==> src/rtl/assert_macros.svh <==
// Assertion macros shared by the video register block RTL.
// Bodies compile away when SYNTHESIS is defined.
`ifndef ASSERT_MACROS_SVH
`define ASSERT_MACROS_SVH
`ifndef SYNTHESIS
`define CGB_ASSERT_PROP(label, clk, rst_n, prop) \
  label: assert property (@(posedge clk) disable iff (!rst_n) prop) \
    else $error("assertion failed");
`define CGB_ASSERT_NEVER(label, clk, rst_n, expr) \
  label: assert property (@(posedge clk) disable iff (!rst_n) !(expr)) \
    else $error("forbidden condition seen");
`else
`define CGB_ASSERT_PROP(label, clk, rst_n, prop)
`define CGB_ASSERT_NEVER(label, clk, rst_n, expr)
`endif
`endif

==> src/rtl/cgbph_pkg.sv <==
// Package for the palette and HDMA register block: operation and register codes,
// the control and status structs between modules, and the 5-to-8-bit color table.
// Depends on nothing.
`timescale 1ns / 1ps
package cgbph_pkg;

  localparam int PALETTE_BYTES = 64;
  localparam int PAL_IDX_W     = $clog2(PALETTE_BYTES);
  localparam int PAL_WORDS     = PALETTE_BYTES / 2;
  localparam int PAL_WADDR_W   = $clog2(PAL_WORDS);

  typedef logic [1:0] op_t;
  localparam op_t OP_READ  = 2'd0;
  localparam op_t OP_WRITE = 2'd1;
  localparam op_t OP_COPY  = 2'd2;

  typedef logic [3:0] sel_t;
  localparam sel_t SEL_VBK   = 4'd0;
  localparam sel_t SEL_HDMA1 = 4'd1;
  localparam sel_t SEL_HDMA2 = 4'd2;
  localparam sel_t SEL_HDMA3 = 4'd3;
  localparam sel_t SEL_HDMA4 = 4'd4;
  localparam sel_t SEL_HDMA5 = 4'd5;
  localparam sel_t SEL_BCPS  = 4'd6;
  localparam sel_t SEL_BCPD  = 4'd7;
  localparam sel_t SEL_OCPS  = 4'd8;
  localparam sel_t SEL_OCPD  = 4'd9;

  typedef struct packed {
    logic [3:0] latch_we;
    logic       hdma5_we;
    logic       step;
  } hdma_ctl_t;

  typedef struct packed {
    logic active;
    logic copy_valid;
    logic done;
  } hdma_status_t;

  typedef struct packed {
    logic [2:0]  palette_number;
    logic [1:0]  color_number;
    logic [23:0] rgb;
  } pal_upd_t;

  // Each entry is floor(c * 255 / 31).
  function automatic logic [7:0] chan8(input logic [4:0] c);
    logic [7:0] v;
    case (c)
      5'd0:  v = 8'd0;
      5'd1:  v = 8'd8;
      5'd2:  v = 8'd16;
      5'd3:  v = 8'd24;
      5'd4:  v = 8'd32;
      5'd5:  v = 8'd41;
      5'd6:  v = 8'd49;
      5'd7:  v = 8'd57;
      5'd8:  v = 8'd65;
      5'd9:  v = 8'd74;
      5'd10: v = 8'd82;
      5'd11: v = 8'd90;
      5'd12: v = 8'd98;
      5'd13: v = 8'd106;
      5'd14: v = 8'd115;
      5'd15: v = 8'd123;
      5'd16: v = 8'd131;
      5'd17: v = 8'd139;
      5'd18: v = 8'd148;
      5'd19: v = 8'd156;
      5'd20: v = 8'd164;
      5'd21: v = 8'd172;
      5'd22: v = 8'd180;
      5'd23: v = 8'd189;
      5'd24: v = 8'd197;
      5'd25: v = 8'd205;
      5'd26: v = 8'd213;
      5'd27: v = 8'd222;
      5'd28: v = 8'd230;
      5'd29: v = 8'd238;
      5'd30: v = 8'd246;
      default: v = 8'd255;
    endcase
    return v;
  endfunction

endpackage

==> src/rtl/cgbph_palette.sv <==
// One color palette RAM, held as 16-bit color words, with its auto-incrementing
// index register and RGB555 to RGB888 conversion. Uses cgbph_pkg.
`timescale 1ns / 1ps
module cgbph_palette (
  input  logic               clk,
  input  logic               rst_n,
  input  logic               idx_we,
  input  logic               data_we,
  input  logic [7:0]         wdata,
  output logic [7:0]         index,
  output logic [7:0]         rd_byte,
  output cgbph_pkg::pal_upd_t upd
);
  import cgbph_pkg::*;

  logic [7:0]             index_r, index_nxt;
  logic [15:0]            words_r [PAL_WORDS];
  logic [PAL_WADDR_W-1:0] waddr;
  logic [PAL_IDX_W-1:0]   idx;
  logic [15:0]            cur_word, new_word;

  assign idx      = index_r[PAL_IDX_W-1:0];
  assign waddr    = idx[PAL_IDX_W-1:1];
  assign cur_word = words_r[waddr];
  assign rd_byte  = idx[0] ? cur_word[15:8] : cur_word[7:0];
  assign index    = index_r;

  always_comb begin
    new_word = cur_word;
    if (idx[0]) begin
      new_word[15:8] = wdata;
    end else begin
      new_word[7:0] = wdata;
    end
  end

  assign upd.palette_number = idx[5:3];
  assign upd.color_number   = idx[2:1];
  assign upd.rgb            = {chan8(new_word[4:0]), chan8(new_word[9:5]),
                               chan8(new_word[14:10])};

  always_comb begin
    index_nxt = index_r;
    if (idx_we) begin
      index_nxt = wdata;
    end else if (data_we && index_r[7]) begin
      index_nxt = {2'b10, 6'(idx + 1'b1)};
    end
  end

  always_ff @(posedge clk) begin
    if (!rst_n) begin
      index_r <= '0;
      for (int i = 0; i < PAL_WORDS; i++) begin
        words_r[i] <= '0;
      end
    end else begin
      index_r <= index_nxt;
      if (data_we) begin
        words_r[waddr] <= new_word;
      end
    end
  end

endmodule

==> src/rtl/cgbph_hdma.sv <==
// HDMA source and destination latches, start, cancel and status, and the
// per-step copy address generator. Uses cgbph_pkg.
`timescale 1ns / 1ps
module cgbph_hdma (
  input  logic                   clk,
  input  logic                   rst_n,
  input  cgbph_pkg::hdma_ctl_t   ctl,
  input  logic [7:0]             wdata,
  output logic [7:0]             src_high,
  output logic [7:0]             src_low,
  output logic [7:0]             dst_high,
  output logic [7:0]             dst_low,
  output logic [7:0]             status,
  output logic [15:0]            copy_src,
  output logic [15:0]            copy_dst,
  output cgbph_pkg::hdma_status_t stat
);
  import cgbph_pkg::*;

  logic [7:0]  src_high_r, src_low_r, dst_high_r, dst_low_r;
  logic [15:0] src_addr_r, src_addr_nxt, dst_addr_r, dst_addr_nxt;
  logic [11:0] left_r, left_nxt;
  logic        active_r, active_nxt;
  logic        cancel, start, step_ok, last;
  logic [7:0]  blocks;

  assign cancel  = ctl.hdma5_we && wdata[7] && active_r;
  assign start   = ctl.hdma5_we && !cancel;
  assign step_ok = ctl.step && active_r && (left_r != '0);
  assign last    = step_ok && (left_r == 12'd1);
  assign blocks  = {1'b0, wdata[6:0]} + 8'd1;

  assign stat.active     = active_r;
  assign stat.copy_valid = step_ok;
  assign stat.done       = cancel || last;

  assign src_high = src_high_r;
  assign src_low  = src_low_r;
  assign dst_high = dst_high_r;
  assign dst_low  = dst_low_r;
  assign status   = active_r ? (left_r[11:4] - 8'd1) : 8'hFF;
  assign copy_src = src_addr_r;
  assign copy_dst = dst_addr_r;

  always_comb begin
    src_addr_nxt = src_addr_r;
    dst_addr_nxt = dst_addr_r;
    left_nxt     = left_r;
    active_nxt   = active_r;
    if (cancel) begin
      active_nxt = 1'b0;
    end else if (start) begin
      src_addr_nxt = {src_high_r, src_low_r} & 16'hFFF0;
      dst_addr_nxt = ({dst_high_r, dst_low_r} & 16'h1FF0) | 16'h8000;
      left_nxt     = {blocks, 4'b0000};
      active_nxt   = 1'b1;
    end else if (step_ok) begin
      src_addr_nxt = src_addr_r + 16'd1;
      dst_addr_nxt = dst_addr_r + 16'd1;
      left_nxt     = left_r - 12'd1;
      if (last) begin
        active_nxt = 1'b0;
      end
    end
  end

  always_ff @(posedge clk) begin
    if (!rst_n) begin
      src_high_r <= '0;
      src_low_r  <= '0;
      dst_high_r <= '0;
      dst_low_r  <= '0;
      src_addr_r <= '0;
      dst_addr_r <= '0;
      left_r     <= '0;
      active_r   <= 1'b0;
    end else begin
      if (ctl.latch_we[0]) src_high_r <= wdata;
      if (ctl.latch_we[1]) src_low_r  <= wdata & 8'hF0;
      if (ctl.latch_we[2]) dst_high_r <= wdata & 8'h1F;
      if (ctl.latch_we[3]) dst_low_r  <= wdata & 8'hF0;
      src_addr_r <= src_addr_nxt;
      dst_addr_r <= dst_addr_nxt;
      left_r     <= left_nxt;
      active_r   <= active_nxt;
    end
  end

endmodule

==> src/rtl/cgb_palette_and_hdma_regs.sv <==
// Top level of the color video register block: VRAM bank, HDMA and palette RAMs.
// Instantiates cgbph_palette twice and cgbph_hdma; uses cgbph_pkg and assert_macros.svh.
//
// The in_ channel carries one request: a register read, a register write or one
// HDMA copy step. Every accepted request yields exactly one result on the out_
// channel in the cycle after acceptance, held in an output register until taken.
// Throughput is one request per cycle: all decoding, palette lookup, color
// conversion and address stepping happen combinationally ahead of the output
// register. in_ready is high whenever the output register is empty or
// is being taken in the same cycle, so a stalled receiver holds the pending
// result and stops new requests until it takes it.
// The cfg_ channel writes the color mode bit; it is always ready and should
// only be written while no request is outstanding.
// Reset (rst_n low, synchronous) clears all palette entries, indexes, HDMA
// latches and state, empties the output register and sets color mode to 1.
`timescale 1ns / 1ps
module cgb_palette_and_hdma_regs (
  input  logic        clk,
  input  logic        rst_n,
  input  logic        in_valid,
  output logic        in_ready,
  input  logic [1:0]  in_operation,
  input  logic [3:0]  in_register_select,
  input  logic [7:0]  in_write_data,
  output logic        out_valid,
  input  logic        out_ready,
  output logic [7:0]  out_read_data,
  output logic        out_palette_update,
  output logic        out_palette_is_obj,
  output logic [2:0]  out_palette_number,
  output logic [1:0]  out_color_number,
  output logic [23:0] out_color_rgb,
  output logic        out_copy_valid,
  output logic [15:0] out_copy_source,
  output logic [15:0] out_copy_dest,
  output logic        out_transfer_done,
  input  logic        cfg_valid,
  output logic        cfg_ready,
  input  logic        cfg_color_mode
);
  import cgbph_pkg::*;
  `include "assert_macros.svh"

  logic         in_fire, is_rd, is_wr;
  logic         color_mode_r, vram_bank_r;
  hdma_ctl_t    hctl;
  hdma_status_t hstat;
  logic [7:0]   h_src_high, h_src_low, h_dst_high, h_dst_low, h_status;
  logic [15:0]  h_copy_src, h_copy_dst;
  logic         bg_idx_we, bg_data_we, obj_idx_we, obj_data_we;
  logic [7:0]   bg_index, bg_rd, obj_index, obj_rd;
  pal_upd_t     bg_upd, obj_upd;
  logic [7:0]   rd_mux;

  logic         out_valid_r;
  logic [7:0]   read_data_r, read_data_nxt;
  logic         pal_update_r, pal_update_nxt, pal_obj_r, pal_obj_nxt;
  pal_upd_t     pal_r, pal_nxt;
  logic         copy_valid_r;
  logic [15:0]  copy_src_r, copy_src_nxt, copy_dst_r, copy_dst_nxt;
  logic         done_r;

  assign in_ready  = !out_valid_r || out_ready;
  assign in_fire   = in_valid && in_ready;
  assign cfg_ready = 1'b1;
  assign is_rd     = in_fire && (in_operation == OP_READ);
  assign is_wr     = in_fire && (in_operation == OP_WRITE);

  always_comb begin
    hctl.latch_we[0] = is_wr && (in_register_select == SEL_HDMA1);
    hctl.latch_we[1] = is_wr && (in_register_select == SEL_HDMA2);
    hctl.latch_we[2] = is_wr && (in_register_select == SEL_HDMA3);
    hctl.latch_we[3] = is_wr && (in_register_select == SEL_HDMA4);
    hctl.hdma5_we    = is_wr && color_mode_r && (in_register_select == SEL_HDMA5);
    hctl.step        = in_fire && (in_operation == OP_COPY);
  end

  assign bg_idx_we   = is_wr && (in_register_select == SEL_BCPS);
  assign bg_data_we  = is_wr && color_mode_r && (in_register_select == SEL_BCPD);
  assign obj_idx_we  = is_wr && (in_register_select == SEL_OCPS);
  assign obj_data_we = is_wr && color_mode_r && (in_register_select == SEL_OCPD);

  cgbph_hdma u_hdma (
    .clk      (clk),
    .rst_n    (rst_n),
    .ctl      (hctl),
    .wdata    (in_write_data),
    .src_high (h_src_high),
    .src_low  (h_src_low),
    .dst_high (h_dst_high),
    .dst_low  (h_dst_low),
    .status   (h_status),
    .copy_src (h_copy_src),
    .copy_dst (h_copy_dst),
    .stat     (hstat)
  );

  cgbph_palette u_bg_pal (
    .clk     (clk),
    .rst_n   (rst_n),
    .idx_we  (bg_idx_we),
    .data_we (bg_data_we),
    .wdata   (in_write_data),
    .index   (bg_index),
    .rd_byte (bg_rd),
    .upd     (bg_upd)
  );

  cgbph_palette u_obj_pal (
    .clk     (clk),
    .rst_n   (rst_n),
    .idx_we  (obj_idx_we),
    .data_we (obj_data_we),
    .wdata   (in_write_data),
    .index   (obj_index),
    .rd_byte (obj_rd),
    .upd     (obj_upd)
  );

  always_comb begin
    unique case (in_register_select)
      SEL_VBK:   rd_mux = {7'h7F, vram_bank_r};
      SEL_HDMA1: rd_mux = h_src_high;
      SEL_HDMA2: rd_mux = h_src_low;
      SEL_HDMA3: rd_mux = h_dst_high;
      SEL_HDMA4: rd_mux = h_dst_low;
      SEL_HDMA5: rd_mux = h_status;
      SEL_BCPS:  rd_mux = bg_index | 8'h40;
      SEL_BCPD:  rd_mux = bg_rd;
      SEL_OCPS:  rd_mux = obj_index | 8'h40;
      SEL_OCPD:  rd_mux = obj_rd;
      default:   rd_mux = 8'hFF;
    endcase
  end

  always_comb begin
    read_data_nxt  = is_rd ? rd_mux : 8'h00;
    pal_update_nxt = bg_data_we || obj_data_we;
    pal_obj_nxt    = obj_data_we;
    pal_nxt        = '0;
    if (bg_data_we) begin
      pal_nxt = bg_upd;
    end else if (obj_data_we) begin
      pal_nxt = obj_upd;
    end
    copy_src_nxt = hstat.copy_valid ? h_copy_src : 16'h0000;
    copy_dst_nxt = hstat.copy_valid ? h_copy_dst : 16'h0000;
  end

  always_ff @(posedge clk) begin
    if (!rst_n) begin
      color_mode_r <= 1'b1;
      vram_bank_r  <= 1'b0;
      out_valid_r  <= 1'b0;
    end else begin
      if (cfg_valid && cfg_ready) begin
        color_mode_r <= cfg_color_mode;
      end
      if (is_wr && color_mode_r && (in_register_select == SEL_VBK)) begin
        vram_bank_r <= in_write_data[0];
      end
      if (in_fire) begin
        out_valid_r <= 1'b1;
      end else if (out_ready) begin
        out_valid_r <= 1'b0;
      end
    end
  end

  always_ff @(posedge clk) begin
    if (in_fire) begin
      read_data_r  <= read_data_nxt;
      pal_update_r <= pal_update_nxt;
      pal_obj_r    <= pal_obj_nxt;
      pal_r        <= pal_nxt;
      copy_valid_r <= hstat.copy_valid;
      copy_src_r   <= copy_src_nxt;
      copy_dst_r   <= copy_dst_nxt;
      done_r       <= hstat.done;
    end
  end

  assign out_valid          = out_valid_r;
  assign out_read_data      = read_data_r;
  assign out_palette_update = pal_update_r;
  assign out_palette_is_obj = pal_obj_r;
  assign out_palette_number = pal_r.palette_number;
  assign out_color_number   = pal_r.color_number;
  assign out_color_rgb      = pal_r.rgb;
  assign out_copy_valid     = copy_valid_r;
  assign out_copy_source    = copy_src_r;
  assign out_copy_dest      = copy_dst_r;
  assign out_transfer_done  = done_r;

  `CGB_ASSERT_NEVER(a_pal_and_copy, clk, rst_n, out_valid_r && pal_update_r && copy_valid_r)
  `CGB_ASSERT_PROP(a_done_stops, clk, rst_n, (in_fire && hstat.done) |=> !hstat.active)
  `CGB_ASSERT_PROP(a_fire_fills, clk, rst_n, in_fire |=> out_valid_r)

endmodule
==> config.mk <==
export PLATFORM = sky130hd
export DESIGN_NAME = cgb_palette_and_hdma_regs
export DESIGN_NICKNAME = d
export VERILOG_FILES = /design/src/rtl/cgbph_pkg.sv /design/src/rtl/cgbph_palette.sv /design/src/rtl/cgbph_hdma.sv /design/src/rtl/cgb_palette_and_hdma_regs.sv
export VERILOG_INCLUDE_DIRS = /design/src /design/src/rtl
export SDC_FILE = /design/constraint.sdc
export NUM_CORES = 2
export LEC_CHECK = 0
export BUFFER_PORTS_ARGS = -buffer_cell sky130_fd_sc_hd__buf_4
export CAP_MARGIN = 20
export CORE_UTILIZATION = 45
export CTS_BUF_LIST = sky130_fd_sc_hd__clkbuf_4
export CTS_CLUSTER_SIZE = 10
export DETAILED_ROUTE_END_ITERATION = 6
export PLACE_DENSITY = 0.59
export SYNTH_ARGS = -nofsm -noshare
export SYNTH_HDL_FRONTEND = slang
export SYNTH_HIERARCHICAL = 1
export SYNTH_SLANG_ARGS = --single-unit
==> constraint.sdc <==
create_clock -name clk -period 9.7 [get_ports clk]
set_clock_uncertainty 0.1 [all_clocks]
set_input_delay 1.455 -clock clk [delete_from_list [all_inputs] [get_ports clk]]
set_output_delay 1.455 -clock clk [all_outputs]
set_load 0.02 [all_outputs]
==> impl_metrics.csv <==
group,metric,value,unit
run_status,run_status,"finished clean",
clock_network,ctsLongestPathBuffers,4,
timing,timing.slew.headroom,13.6,%
setup_path,worst_path_required_time,10550,ps
global_routing,first_global_vias,34700,
pwr,worst_voltage_drop_across_the_vdd_grid,0.130,mV
timing,layout_min_cycle_time,5220,ps
setup_path,path_class,"flip-flop to flip-flop",
place,port-buffer-count,94,
timing,postLayoutSetupSlackWorst,4480,ps
synthesis,cells_after_synth,4258,
hold_path,min_path_cells,3,
clock_network,cts_tree,"built",
pwr,power-per-cell-area,177,mW/mm2
clock_network,postCtsHoldBufs,0,
route,via_density_per_instance,5.81,
run,max_capacitance_violation_count,0,
synthesis,netlist_area,0.0547,mm2
setup_path,rr_worst_depth,11,
global_routing,grt_pass1_wl,231000,um
hold_path,min-delay-start,"cfg_color_mode",
layout,multi_input_comb_area,0.0178,mm2
route,detail_route.iter0.violations,4144,
route,wire_per_inst,25.9,um
layout,area.sequential,0.0348,mm2
setup_path,regToRegEndpoint,"out_color_rgb[17]",
hold_path,hp-class,"input pin to flip-flop",
global_routing,grt_antenna_before_repair,4,
clock_network,cts_setup_buffers,0,
floorplanning,io_pins,96,
timing,timing.setup.tns,0,ps
global_routing,grt_use_met2,39.5,%
setup_path,startpoint_type,"flip-flop",
floorplanning,start_util,45.5,%
timing,slew_violations,0,
global_routing,largest_net_degree_at_the_start_of_global_routing,99,
timing,clock.fmax,192,MHz
global_routing,grt.met3_usage,6.25,%
clock_network,cts-root-buf,"sky130_fd_sc_hd__clkbuf_4",
clock_network,clkLatencyLatePin,1230,ps
route,remaining_drc_errors,0,
layout,fillCellCount,10500,
route,drtAntennaViolNets,0,
floorplanning,fp-row-count,127,
floorplanning,die_w,351,um
timing,report.final.hold_viol_count,0,
place,dpl_cell_area,0.0561,mm2
pwr,leakage,21.4,nW
floorplanning,die_h,351,um
clock_network,tritoncts_num_sinks,1190,
layout,final_cell_area,0.0600,mm2
place,gp_routability_congestion,0.921,
global_routing,groute.usage.overall,25.9,%
clock_network,clk_pin_slew_worst_paths,70,ps
timing,worst_pin_slew,1280,ps
setup_path,worstPathArrival,6070,ps
clock_network,cts.repair.resized,0,
clock_network,cts_buffers,331,
place,pre_cts_ws,4220,ps
place,place_hpwl,99800,um
route,routed_wirelength,161000,um
hold_path,holdPathEnd,"color_mode_r",
synthesis,synth-warning-count,6,
layout,finalCoreUtilization,49.9,%
setup_path,max_fanout_on_critical_path,98,
global_routing,gr-usage-met1,36.3,%
timing,post_route_fraction_of_the_period_consumed_by_the_critical_path,53.8,%
setup_path,end_kind,"flip-flop",
global_routing,grt_remaining_overflow,0,
floorplanning,die_area,0.123,mm2
layout,area.growth.synth_to_final,9.72,%
floorplanning,design.core.area,0.120,mm2
global_routing,grt.busiest_layer,"met2",
clock_network,cts_htree_levels,5,
layout,finalNetCount,4398,
timing,rsz0062_at_grt,"false",
setup_path,worst-r2r-setup-slack,4480,ps
route,routed-via-count,36000,
synthesis,post_synth.cell_area_avg,12.9,um2
timing,final-setup-viol-count,0,
layout,post_route_cells_drive_above_1_share,20.7,%
route,dr.pass1.iters,6,
-- sequential cells by signal, summed over array words and instances, names as in the netlist, 2 cells and up, named ones only --
register and flops:
u_bg_pal/words_r 512, u_obj_pal/words_r 512, out_color_rgb 24, out_copy_dest 16
out_copy_source 16, u_hdma/copy_dst 16, u_hdma/copy_src 16, u_hdma/left_r 12
out_read_data 8, u_hdma/src_high 8, u_bg_pal/index 7, u_obj_pal/index 7
u_hdma/dst_high 5, u_hdma/dst_low 4, u_hdma/src_low 4, out_palette_number 3
out_color_number 2
-- placed cells by master, fill, tap and decap left out, types with 32 or more instances in the layout --
master,count
sky130_fd_sc_hd__edfxtp_1,1097
sky130_fd_sc_hd__nor2_1,1069
sky130_fd_sc_hd__clkbuf_4,475
sky130_fd_sc_hd__mux2i_1,296
sky130_fd_sc_hd__nand2_1,232
sky130_fd_sc_hd__buf_4,174
sky130_fd_sc_hd__mux4_2,148
sky130_fd_sc_hd__a22oi_1,101
sky130_fd_sc_hd__a21oi_1,98
sky130_fd_sc_hd__dfxtp_1,87
sky130_fd_sc_hd__clkinv_1,65
sky130_fd_sc_hd__and2_1,58
sky130_fd_sc_hd__o21ai_0,55
sky130_fd_sc_hd__inv_1,43
sky130_fd_sc_hd__nor2_2,35
sky130_fd_sc_hd__a22o_1,35
sky130_fd_sc_hd__nand3_1,32
-- routing by layer --
layer	vias to the layer above	share of wire, %
li1	15900	-
met1	18100	42
met2	1823	46
met3	246	9.3
met4	4	2.7
met5	-	0.017
-- cell type report --
cell class | instances | area share [%]
diodes | 4 | 0.0167
clock buffers | 475 | 5.94
inverters | 51 | 0.321
repair buffers | 178 | 2.26
multi-input cells | 2617 | 29.6
flip-flops and latches | 1190 | 58.0
clock inverters | 80 | 0.521
well taps | 1612 | 3.36
-- metrics by stage --
| step | power, W | hold WS (ps) | cells |
|---|---|---|---|
| after global routing | 0.0110 | 244 | 6207 |
| after global placement | 0.00643 | 348 | 5646 |
| after CTS | 0.0107 | 170 | 6201 |
| after floorplan | 0.00620 | 334 | 4268 |
| after detailed placement | 0.00644 | 357 | 5646 |
| final | 0.0106 | 335 | 6207 |
-- where the power goes --
group	internal [W]	switching, W	leakage, nW
registers	0.00575	0.0000578	12.1
clock network	0.00223	0.00204	2.35
logic	0.000132	0.000399	7.02
total	0.00811	0.00249	21.4
-- critical path: stages, from the launching register on --
cell                       delay [ps]
sky130_fd_sc_hd__dfxtp_4          780
sky130_fd_sc_hd__buf_12           530
sky130_fd_sc_hd__mux4_2           610
sky130_fd_sc_hd__mux2_2           310
sky130_fd_sc_hd__o22ai_1          500
sky130_fd_sc_hd__a221oi_1         200
sky130_fd_sc_hd__mux2i_4          450
sky130_fd_sc_hd__buf_4            540
sky130_fd_sc_hd__o21ai_0          160
sky130_fd_sc_hd__a21oi_1          160
sky130_fd_sc_hd__o22ai_1          100
sky130_fd_sc_hd__a22o_1           230
-- how the worst max path moves through the flow --
| stage | from | depth (start not counted) | to |
|---|---|---|---|
| 4_1_cts | flip-flop | 11 | out_color_rgb[17] |
| 5_1_grt | flip-flop | 9 | out_color_rgb[0] |
| 3_3_place_gp | out_ready | 9 | u_bg_pal/words_r[7][0] |
| 6_report | flip-flop | 11 | out_color_rgb[17] |
| 3_5_place_dp | out_ready | 9 | u_bg_pal/words_r[31][12] |
| 2_1_floorplan | out_ready | 9 | u_obj_pal/words_r[14][0] |
No activity file was read; power rests on OpenSTA's default activity.
